## src/pcsf_pkg.sv

```systemverilog
// Shared types and constants for the pump controller with slope filter.
`timescale 1ns / 1ps

package pcsf_pkg;

   localparam int NUM_TAPS   = 8;
   localparam int NUM_PAIRS  = NUM_TAPS / 2;
   localparam int DEF_WARMUP = 8;

   localparam int SAMPLE_W = 16;
   localparam int COEF_W   = 6;
   localparam int DIFF_W   = SAMPLE_W + 1;
   localparam int PROD_W   = DIFF_W + COEF_W + 1;
   localparam int TERM_W   = PROD_W - 3;
   localparam int SUM_W    = TERM_W + 2;
   localparam int RUN_W    = 32;
   localparam int MAXDIF_W = 17;

   localparam logic [COEF_W-1:0] SLOPE_COEF [NUM_PAIRS] = '{6'd8, 6'd14, 6'd24, 6'd40};

   localparam logic [RUN_W-1:0] RST_MIN_RUN = 32'd60000;
   localparam logic [RUN_W-1:0] RST_MAX_RUN = 32'd600000;

   typedef enum logic [1:0] {
      OP_HEATER = 2'd0,
      OP_MIXER  = 2'd1,
      OP_RETURN = 2'd2,
      OP_TICK   = 2'd3
   } op_type;

   typedef enum logic [1:0] {
      CSR_THRESHOLD = 2'd0,
      CSR_MIN_RUN   = 2'd1,
      CSR_MAX_RUN   = 2'd2,
      CSR_MAX_DIFF  = 2'd3
   } csr_index_type;

endpackage

```

## src/pump_control_with_slope_filter.sv

```systemverilog
// Top level: pump controller driven by a slope filter over heater samples.
// Each word is accepted, applied to the sample shift line,
// the four-pair slope filter and the pump rule, and its result is registered at
// the same edge, so words may follow back to back while rsp_tready is high. The path from a heater
// sample through the pair multipliers, the saturating sum and the threshold
// compare sets the clock. A new word is taken while the result register is
// empty or being read; a result is held until rsp_tready.
`timescale 1ns / 1ps

module pump_control_with_slope_filter
   import pcsf_pkg::*;
#(
   parameter int WARMUP = DEF_WARMUP
)
(
   input  logic        clock,
   input  logic        reset,
   input  logic        req_tvalid,
   output logic        req_tready,
   input  logic [15:0] req_tdata,   // [15:0] value
   input  logic [1:0]  req_tuser,   // [1:0] operation
   output logic        rsp_tvalid,
   input  logic        rsp_tready,
   output logic [23:0] rsp_tdata,   // [0] pump_on, [1] pump_changed, [17:2] filtered, zeros
   input  logic        csr_valid,
   output logic        csr_ready,
   input  logic [1:0]  csr_index,
   input  logic [31:0] csr_data
);

   localparam logic [7:0] WARMUP_INIT = 8'(WARMUP);

   logic signed [SAMPLE_W-1:0] thresh_ff;
   logic        [RUN_W-1:0]    min_run_ff;
   logic        [RUN_W-1:0]    max_run_ff;
   logic signed [MAXDIF_W-1:0] max_diff_ff;

   logic        [7:0]          warmup_ff,   warmup_in;
   logic signed [SAMPLE_W-1:0] filter_ff,   filter_in;
   logic                       pump_ff,     pump_in;
   logic        [RUN_W-1:0]    run_ff,      run_in;
   logic signed [SAMPLE_W-1:0] mixer_ff,    mixer_in;
   logic signed [SAMPLE_W-1:0] return_ff,   return_in;

   logic                       rsp_valid_ff, rsp_valid_in;
   logic                       rsp_on_ff;
   logic                       rsp_chg_ff;
   logic signed [SAMPLE_W-1:0] rsp_filt_ff;

   logic                       fire;
   logic                       shift;
   op_type                     op;
   logic signed [SAMPLE_W-1:0] value;
   logic signed [SAMPLE_W-1:0] chain [NUM_TAPS];
   logic signed [TERM_W-1:0]   term  [NUM_PAIRS];
   logic signed [SUM_W-1:0]    sum;
   logic signed [SUM_W-1:0]    sat_hi;
   logic signed [SUM_W-1:0]    sat_lo;
   logic signed [SAMPLE_W-1:0] filter_sat;
   logic        [RUN_W-1:0]    run_tick;
   logic signed [DIFF_W-1:0]   temp_diff;
   logic                       start;
   logic                       stop;

   assign req_tready = !rsp_valid_ff || rsp_tready;
   assign fire       = req_tvalid && req_tready;
   assign op         = op_type'(req_tuser);
   assign value      = req_tdata;
   assign shift      = fire && (op == OP_HEATER);
   assign csr_ready  = 1'b1;

   // sample shift line: cell 0 holds the newest sample, the last cell the oldest
   assign chain[0] = value;

   for (genvar k = 0; k < NUM_TAPS-1; k++) begin : g_cell
      pcsf_cell u_cell (
         .clock      (clock),
         .reset      (reset),
         .shift      (shift),
         .sample_in  (chain[k]),
         .sample_out (chain[k+1])
      );
   end

   for (genvar p = 0; p < NUM_PAIRS; p++) begin : g_pair
      pcsf_pair u_pair (
         .newer (chain[p]),
         .older (chain[NUM_TAPS-1-p]),
         .coef  (SLOPE_COEF[p]),
         .term  (term[p])
      );
   end

   always_comb begin
      sum = '0;
      for (int p = 0; p < NUM_PAIRS; p++) begin
         sum = sum + {{(SUM_W-TERM_W){term[p][TERM_W-1]}}, term[p]};
      end
      sat_hi = {{(SUM_W-SAMPLE_W+1){1'b0}}, {(SAMPLE_W-1){1'b1}}};
      sat_lo = {{(SUM_W-SAMPLE_W+1){1'b1}}, {(SAMPLE_W-1){1'b0}}};
      if (sum > sat_hi) begin
         filter_sat = {1'b0, {(SAMPLE_W-1){1'b1}}};
      end else if (sum < sat_lo) begin
         filter_sat = {1'b1, {(SAMPLE_W-1){1'b0}}};
      end else begin
         filter_sat = sum[SAMPLE_W-1:0];
      end
   end

   always_comb begin
      warmup_in = warmup_ff;
      filter_in = filter_ff;
      mixer_in  = mixer_ff;
      return_in = return_ff;
      run_tick  = run_ff;
      if (fire) begin
         case (op)
            OP_HEATER: begin
               if (warmup_ff != '0) begin
                  warmup_in = warmup_ff - 8'd1;
               end else begin
                  filter_in = filter_sat;
               end
            end
            OP_MIXER:  mixer_in  = value;
            OP_RETURN: return_in = value;
            OP_TICK: begin
               if (run_ff != '1) begin
                  run_tick = run_ff + 32'd1;
               end
            end
            default: ;
         endcase
      end
   end

   always_comb begin
      temp_diff = {mixer_in[SAMPLE_W-1], mixer_in} - {return_in[SAMPLE_W-1], return_in};
      stop  = fire && pump_ff && (run_tick > min_run_ff)
              && ((temp_diff < max_diff_ff) || (run_tick > max_run_ff));
      start = fire && !pump_ff && (filter_in > thresh_ff);
      pump_in = pump_ff;
      if (start) begin
         pump_in = 1'b1;
      end else if (stop) begin
         pump_in = 1'b0;
      end
      run_in = start ? '0 : run_tick;
   end

   always_comb begin
      rsp_valid_in = rsp_valid_ff;
      if (fire) begin
         rsp_valid_in = 1'b1;
      end else if (rsp_tready) begin
         rsp_valid_in = 1'b0;
      end
   end

   always_ff @(posedge clock) begin
      if (reset) begin
         thresh_ff    <= '0;
         min_run_ff   <= RST_MIN_RUN;
         max_run_ff   <= RST_MAX_RUN;
         max_diff_ff  <= '0;
         warmup_ff    <= WARMUP_INIT;
         filter_ff    <= '0;
         pump_ff      <= 1'b0;
         run_ff       <= '0;
         mixer_ff     <= '0;
         return_ff    <= '0;
         rsp_valid_ff <= 1'b0;
      end else begin
         if (csr_valid) begin
            case (csr_index_type'(csr_index))
               CSR_THRESHOLD: thresh_ff   <= csr_data[SAMPLE_W-1:0];
               CSR_MIN_RUN:   min_run_ff  <= csr_data[RUN_W-1:0];
               CSR_MAX_RUN:   max_run_ff  <= csr_data[RUN_W-1:0];
               CSR_MAX_DIFF:  max_diff_ff <= csr_data[MAXDIF_W-1:0];
               default: ;
            endcase
         end
         warmup_ff    <= warmup_in;
         filter_ff    <= filter_in;
         pump_ff      <= pump_in;
         run_ff       <= run_in;
         mixer_ff     <= mixer_in;
         return_ff    <= return_in;
         rsp_valid_ff <= rsp_valid_in;
      end
   end

   always_ff @(posedge clock) begin
      if (fire) begin
         rsp_on_ff   <= pump_in;
         rsp_chg_ff  <= start || stop;
         rsp_filt_ff <= filter_in;
      end
   end

   assign rsp_tvalid = rsp_valid_ff;
   assign rsp_tdata  = {6'd0, rsp_filt_ff, rsp_chg_ff, rsp_on_ff};

   a_start_clears_run: assert property (@(posedge clock) disable iff (reset)
      start |=> run_ff == '0)
      else $error("run time not cleared on pump start");

   a_filter_hold: assert property (@(posedge clock) disable iff (reset)
      !shift |=> $stable(filter_ff))
      else $error("filter value changed without a heater sample");

   a_warmup_down: assert property (@(posedge clock) disable iff (reset)
      !$past(reset) |-> warmup_ff <= $past(warmup_ff))
      else $error("warm-up count increased");

   a_run_saturate: assert property (@(posedge clock) disable iff (reset)
      (run_ff == '1) && !start |=> run_ff == '1)
      else $error("run time wrapped");

   a_rsp_matches_pump: assert property (@(posedge clock) disable iff (reset)
      rsp_valid_ff |-> rsp_on_ff == pump_ff)
      else $error("pending result disagrees with pump state");

endmodule

```

## src/pcsf_cell.sv

```systemverilog
// One sample cell of the heater history shift line.
`timescale 1ns / 1ps

module pcsf_cell
   import pcsf_pkg::*;
(
   input  logic                       clock,
   input  logic                       reset,
   input  logic                       shift,
   input  logic signed [SAMPLE_W-1:0] sample_in,
   output logic signed [SAMPLE_W-1:0] sample_out
);

   logic signed [SAMPLE_W-1:0] sample_ff;
   logic signed [SAMPLE_W-1:0] sample_in_w;

   always_comb begin
      sample_in_w = shift ? sample_in : sample_ff;
   end

   always_ff @(posedge clock) begin
      if (reset) begin
         sample_ff <= '0;
      end else begin
         sample_ff <= sample_in_w;
      end
   end

   assign sample_out = sample_ff;

endmodule

```

## src/pcsf_pair.sv

```systemverilog
// Weighted difference of one mirrored tap pair, floored by eight.
`timescale 1ns / 1ps

module pcsf_pair
   import pcsf_pkg::*;
(
   input  logic signed [SAMPLE_W-1:0] newer,
   input  logic signed [SAMPLE_W-1:0] older,
   input  logic        [COEF_W-1:0]   coef,
   output logic signed [TERM_W-1:0]   term
);

   logic signed [DIFF_W-1:0] diff;
   logic signed [PROD_W-1:0] prod;
   logic signed [COEF_W:0]   coef_s;

   always_comb begin
      diff   = {newer[SAMPLE_W-1], newer} - {older[SAMPLE_W-1], older};
      coef_s = {1'b0, coef};
      prod   = {{(COEF_W+1){diff[DIFF_W-1]}}, diff} * {{DIFF_W{1'b0}}, coef_s};
      term   = prod[PROD_W-1:3];
   end

endmodule
```

## config.mk

```make
export PLATFORM = sky130hd
export DESIGN_NAME = pump_control_with_slope_filter
export DESIGN_NICKNAME = d
export VERILOG_FILES = /design/src/pcsf_pkg.sv /design/src/pump_control_with_slope_filter.sv /design/src/pcsf_cell.sv /design/src/pcsf_pair.sv
export SDC_FILE = /design/constraint.sdc
export NUM_CORES = 1
export LEC_CHECK = 0
export ABC_AREA = 1
export BUFFER_PORTS_ARGS = -buffer_cell sky130_fd_sc_hd__buf_2
export CORE_AREA = 2 2 274 249
export CTS_BUF_LIST = sky130_fd_sc_hd__clkbuf_2
export CTS_CLUSTER_DIAMETER = 30
export DETAILED_ROUTE_END_ITERATION = 6
export DIE_AREA = 0 0 276 251
export HOLD_SLACK_MARGIN = 0.03
export SKIP_LAST_GASP = 1
export SLEW_MARGIN = 30
export SYNTH_ARGS = -nofsm -noshare
export SYNTH_HDL_FRONTEND = slang
export SYNTH_SLANG_ARGS = --single-unit
export TNS_END_PERCENT = 10
```

## constraint.sdc

```tcl
create_clock -name clock -period 25.5 [get_ports clock]
set_input_delay 5.1 -clock clock [delete_from_list [all_inputs] [get_ports clock]]
set_output_delay 5.1 -clock clock [all_outputs]
set_load 0.1 [all_outputs]
```

==> flow_metrics.py, run 1 <==
metrics = {
    "clocking": {
        "cts_resized": 0,
        "path_clk_slew_ns": 0.11,
        "cts_inserted_buffers": 93,
        "clk_latency_ns": 1.11,
        "cts_max_path_buffers": 3,
        "clock-sinks": 317,
        "ctsHoldBuffers": 0,
        "cts-root-buf": "clkbuf_2",
        "htree_levels": 3,
        "cts_tree": "yes",
        "cts_setup_buffers": 0,
    },
    "sta": {
        "fin_crit_sh_pct": 42.50,
        "finalHoldViolCount": 0,
        "min_period_ns": 10.84,
        "fin_ws_ns": 14.66,
        "skew_ns": 0.1240,
        "slew_violations": 0,
        "maxSlewHeadroom_pct": 42.65,
        "worstMarginPinSlew_ns": 0.8602,
        "fin_tns_setup_ns": 0,
        "setup_violations": 0,
        "rsz0062_at_grt": "no",
        "max_clock_freq_mhz": 92.27,
    },
    "floorplan": {
        "die_area_um2": 69280,
        "pin_count": 84,
        "core_um2": 66440,
        "die_x_um": 276,
        "num_rows": 90,
        "die_y_um": 251,
        "start_util_pct": 34.59,
    },
    "layout": {
        "final_nets": 3589,
        "drive_gt1_share_pct": 8.313,
        "layout_commonest_cell": "inv_1",
        "mostFrequentLayoutCells": "inv_1 (527), nand2_1 (454), a21oi_1 (353)",
        "final_cells": 4149,
        "syn_to_final_growth_pct": 8.679,
        "filler_cell_count": 7175,
    },
    "logic_synthesis": {
        "synth_cells": 3112,
        "synth-edff-count": 18,
        "synthFlopType": "dfxtp_1",
        "ys_seq_area_share_pct": 28.40,
        "synth_seq_cells": 317,
        "syn-mean-instance-area_um2": 7.385,
        "ys_top_cells_by_area": "dfxtp_1 (26%), ha_1 (14%), inv_1 (8.6%)",
        "synth_top_area_share_pct": 26.05,
        "yosysWarnings": 0,
        "postSynth.asyncResetShare_pct": 0,
        "synthDistinctLibCells": 56,
        "syn_area_um2": 22980,
        "synth_largest_area_cell": "dfxtp_1",
    },
    "drt": {
        "drt-wirelength-per-cell_um": 14.45,
        "vias": 19700,
        "drt_iter0_drc": 1256,
        "avgViaCountPerCell": 4.749,
        "route.detailed.drc": 6,
        "ant_nets": 0,
        "routed_wl_mm": 59.97,
        "firstDrtPassIters": 7,
    },
    "outcome": {
        "status": "finished, violations left",
        "violations": "DRC",
    },
    "worst_hold_path": {
        "hold_path_class": "reg -> reg",
    },
    "flow_run": {
        "max_cap_violations": 0,
    },
    "critical_path": {
        "cp.arrival_ns": 5.74,
        "path_common_cell": "buf_2",
        "r2r_slack_ns": 15.82,
        "critPathSlowestCell": "buf_2",
        "crit_type": "in -> out",
        "cp_top_family": "buffers and inverters",
        "cp-start-kind": "input pin",
        "worstPathCellList": "buf_2 -> inv_1 -> nand2_1 -> buf_2",
        "path_max_fanout": 3,
        "cp_data_required_time_ns": 20.40,
        "endpoint_kind": "output port",
        "critical_path_buf_inv_count": 3,
        "worst_path_largest_cell_delay_ns": 0.44,
    },
    "place": {
        "port_buffers": 76,
        "place_congestion": 0.8963,
        "dp_hpwl_mm": 46.71,
        "pre_cts_slack_ns": 14.65,
        "place_inst": 3980,
    },
    "global_routing": {
        "grt_pass1_wl_mm": 96.43,
        "grt_remaining_overflow": 0,
        "grt_pass1_vias": 18540,
        "grt.total_usage_pct": 17.13,
        "grt_max_degree": 110,
        "antenna_found_initial": 3,
    },
}
cell families (layout without fill, tap and decap cells):
family          count (synthesis)  in the layout  synth area share, %
flops                         317            317                28.40
buf+inv                       631            786                10.64
other cells                     2             10              0.03268
fa+ha+maj                     331            331                20.47
compound gates                739            739                17.32
simple gates                  934            934                17.05
mux                            12             12               0.5227
xor+xnor                      146            146                5.564
flip-flops by register name (all words and copies together) (netlist names), 17 cells and up:
register,flops
min_run_ff,32
max_run_ff,32
max_diff_ff,17
run_ff,32
g_cell.u_cell.sample_out,112
area by class of cell:
type	instances	area, um2	share of cell area [%]
Inverter	532	1999	8.006
Tap cell	874	1094	4.379
Multi-Input combinational cell	2169	14030	56.19
Clock buffer	123	615.6	2.465
Antenna cell	3	7.507	0.03006
Sequential cell	317	6526	26.13
Timing Repair Buffer	88	474.2	1.899
Clock inverter	43	224.0	0.8967
synthesized netlist by cell type, types with 6 or more instances:
| master | number |
|---|---|
| inv_1 | 529 |
| nand2_1 | 455 |
| a21oi_1 | 353 |
| dfxtp_1 | 299 |
| nor2_1 | 272 |
| o21ai_0 | 270 |
| ha_1 | 256 |
| xor2_1 | 102 |
| nand3_1 | 95 |
| clkbuf_1 | 78 |
| fa_1 | 75 |
| xnor2_1 | 44 |
| nor3_1 | 40 |
| nand4_1 | 28 |
| a211oi_1 | 26 |
| o211ai_1 | 23 |
| edfxtp_1 | 18 |
| a21o_1 | 14 |
| or2_2 | 13 |
| mux2i_1 | 12 |
| a31oi_1 | 9 |
| buf_4 | 9 |
| o21ai_1 | 9 |
| nand2_2 | 7 |
| nor4_1 | 7 |
| o21a_1 | 7 |
| a21boi_0 | 6 |
| o21bai_1 | 6 |
| o31ai_1 | 6 |
worst register-to-register path, delay by kind of cell, from the launching register on:
kind / cells / cell delay [ns]
buffers and inverters: 5 / 0.60
adder cells (fa/ha/maj): 9 / 3.65
AND/OR/NAND/NOR: 18 / 1.92
AO/OA/AOI/OAI: 12 / 2.32
flip-flops: 1 / 0.35
XOR/XNOR: 2 / 0.66
layer usage:
layer  global-route usage (%)  vias up  routed length (um)
met5                        0        -                   0
met1                    25.44     8911               31610
met2                    25.76      349               24840
met3                    2.454       63                2669
li1                         -    10380                   -
met4                    4.559        0                 847
final timing paths:
kind / cells after the start / to / start
max: 4 / req_tready / rsp_tready
min: 2 / g_cell[6].u_cell.sample_out[13]$_SDFFE_PP0P_ / g_cell[5].u_cell.sample_out[13]$_SDFFE_PP0P_
max reg2reg: 46 / run_ff[10]$_SDFF_PP0_ / g_cell[5].u_cell.sample_out[0]$_SDFFE_PP0P_
min reg2reg: 2 / g_cell[6].u_cell.sample_out[13]$_SDFFE_PP0P_ / g_cell[5].u_cell.sample_out[13]$_SDFFE_PP0P_
stage by stage:
stage               area [um2]  hold slack, ns  util (%)
floorplan                23000          0.4239         -
global placement         24120          0.4504     36.30
detailed placement       24120          0.4543     36.31
CTS                      24960          0.3902     37.57
global route             24980          0.3987     37.59
finish                   24980          0.3787     37.59
Power of run 1 is not shown: default switching activity piles up to over one toggle a cycle in this logic, so the estimate is an artifact.
==> run 2, diff against run 1 <==
==> constraint.sdc (replaced) <==
create_clock -name clock -period 10.5 [get_ports clock]
set_input_delay 2.1 -clock clock [delete_from_list [all_inputs] [get_ports clock]]
set_output_delay 2.1 -clock clock [all_outputs]
set_load 0.1 [all_outputs]
==> run 2 against run 1 <==
Compared with the run above:
- the flow still finishes with violations (DRC)
- worst hold slack improved by 0.070 ns
- utilization increased by 0.15 points
- critical path depth increased by 43
- global-route usage increased by 0.20 points
- count of clock-buffer cells in the layout decreased by 4
- final cell count about the same
- worst setup slack got worse by 14 ns
- register-to-register slack got worse by 15 ns
- clock skew decreased by 0.014 ns
- cell area increased by 0.41%
- sequential cell count unchanged
- critical path type is now reg -> reg
==> flow_metrics.py, run 2 (synthesized netlist as in run 1, its figures left out) <==
metrics = {
    "outcome": {
        "status": "finished, violations left",
        "violations": "DRC",
    },
    "place": {
        "dp_hpwl_mm": 47.08,
        "place_congestion": 0.8981,
        "port_buffers": 76,
    },
    "global_routing": {
        "grt_remaining_overflow": 0,
        "grt.total_usage_pct": 17.33,
        "grt_max_degree": 93,
        "grt_pass1_wl_mm": 97.66,
        "grt_pass1_vias": 18570,
        "antenna_found_initial": 2,
    },
    "drt": {
        "route.detailed.drc": 6,
        "drt_iter0_drc": 1083,
        "routed_wl_mm": 60.38,
        "vias": 19820,
        "ant_nets": 0,
        "drt-wirelength-per-cell_um": 14.57,
        "firstDrtPassIters": 7,
        "avgViaCountPerCell": 4.781,
    },
    "critical_path": {
        "r2r_slack_ns": 1.05,
        "cp.arrival_ns": 10.47,
        "endpoint_kind": "flip-flop",
        "crit_type": "reg -> reg",
        "r2r_cells": 47,
        "crit_end": "run_ff[24]$_SDFF_PP0_",
        "reg2reg_from": "g_cell[0].u_cell.sample_out[0]$_SDFFE_PP0P_",
        "cp-start-kind": "flip-flop",
        "crit_path_start": "g_cell[0].u_cell.sample_out[0]$_SDFFE_PP0P_",
        "cp_data_required_time_ns": 11.52,
        "path_max_fanout": 20,
        "worst_path_largest_cell_delay_ns": 0.55,
        "path_common_cell": "nand2_1",
        "r2r-end": "run_ff[24]$_SDFF_PP0_",
        "critPathSlowestCell": "fa_1",
    },
    "layout": {
        "drive_gt1_share_pct": 8.535,
        "layout_commonest_cell": "inv_1",
        "final_nets": 3585,
        "mostFrequentLayoutCells": "inv_1 (527), nand2_1 (453), a21oi_1 (353)",
        "fin_util_pct": 37.74,
        "largest_reg_flops": 112,
        "syn_to_final_growth_pct": 9.120,
    },
    "clocking": {
        "ctsHoldBuffers": 0,
        "cts_tree": "yes",
        "path_clk_slew_ns": 0.10,
        "cts_setup_buffers": 0,
        "cts_max_path_buffers": 3,
        "clock-sinks": 317,
        "htree_levels": 3,
        "cts-root-buf": "clkbuf_2",
        "clk_latency_ns": 1.12,
        "cts_inserted_buffers": 90,
        "cts_resized": 0,
    },
    "floorplan": {
        "die_area_um2": 69280,
        "num_rows": 90,
        "start_util_pct": 34.59,
        "die_y_um": 251,
        "core_um2": 66440,
        "die_x_um": 276,
        "pin_count": 84,
    },
    "worst_hold_path": {
        "hold_path_class": "reg -> reg",
        "whs_path_depth": 2,
    },
    "sta": {
        "rsz0062_at_grt": "no",
        "fin_tns_setup_ns": 0,
        "skew_ns": 0.1097,
        "finalHoldViolCount": 0,
        "fin_crit_sh_pct": 89.97,
        "min_period_ns": 9.447,
        "setup_violations": 0,
        "maxSlewHeadroom_pct": 42.63,
        "max_clock_freq_mhz": 105.9,
        "slew_violations": 0,
        "worstMarginPinSlew_ns": 0.8606,
    },
    "flow_run": {
        "max_cap_violations": 0,
    },
}
-- run 2: worst min-delay path by stage --
stage,from,endpoint,slack [ns]
after floorplan,max_diff_ff[0]$_SDFFE_PP0P_,max_diff_ff[0]$_SDFFE_PP0P_,0.42
after global placement,max_run_ff[12]$_SDFFE_PP0P_,max_run_ff[12]$_SDFFE_PP0P_,0.45
after detailed placement,max_run_ff[18]$_SDFFE_PP0P_,max_run_ff[18]$_SDFFE_PP0P_,0.45
after CTS,max_run_ff[18]$_SDFFE_PP0P_,max_run_ff[18]$_SDFFE_PP0P_,0.47
after global routing,min_run_ff[24]$_SDFFE_PP0P_,min_run_ff[24]$_SDFFE_PP0P_,0.48
final,g_cell[4].u_cell.sample_out[11]$_SDFFE_PP0P_,g_cell[5].u_cell.sample_out[11]$_SDFFE_PP0P_,0.45
-- run 2: final cells by class --
cell class / instances / area, um2
antenna: 2 / 5.005
clock buffer: 119 / 595.6
clock inverter: 45 / 351.6
fill: 7211 / 41360
inverter: 532 / 1999
multi-input combinational: 2169 / 14040
sequential: 317 / 6526
tap: 874 / 1094
timing repair buffer: 87 / 462.9
-- run 2: routing by layer --
| metal | vias up | wire [um] | global-route usage, % |
|---|---|---|---|
| li1 | 10350 | - | - |
| met1 | 9007 | 31880 | 26.13 |
| met2 | 395 | 24570 | 25.22 |
| met3 | 70 | 2915 | 2.909 |
| met4 | 0 | 1017 | 4.684 |
| met5 | - | 0 | 0 |
-- run 2: worst max-delay path, delay by kind of cell, from the launching register on --
kind,cells,cell delay [ns]
AOI/OAI and AO/OA,14,2.79
xor gates and xnor gates,2,0.44
adders and majority gates,9,3.72
buffers and inverters,8,0.80
DFF,1,0.33
and+or+nand+nor,14,1.33
-- run 2: metrics by stage --
step / hold slack [ns] / setup slack [ns] / cells / cell area, um2
3_3_place_gp: 0.4511 / 0.9204 / 3979 / 24110
2_1_floorplan: 0.4239 / 2.224 / 3117 / 23000
3_5_place_dp: 0.4535 / 0.8823 / 3979 / 24120
4_1_cts: 0.4676 / 0.8791 / 4143 / 25060
5_1_grt: 0.4845 / 0.08130 / 4145 / 25080
6_report: 0.4484 / 1.053 / 4145 / 25080
Power of run 2 is left out for the same reason.
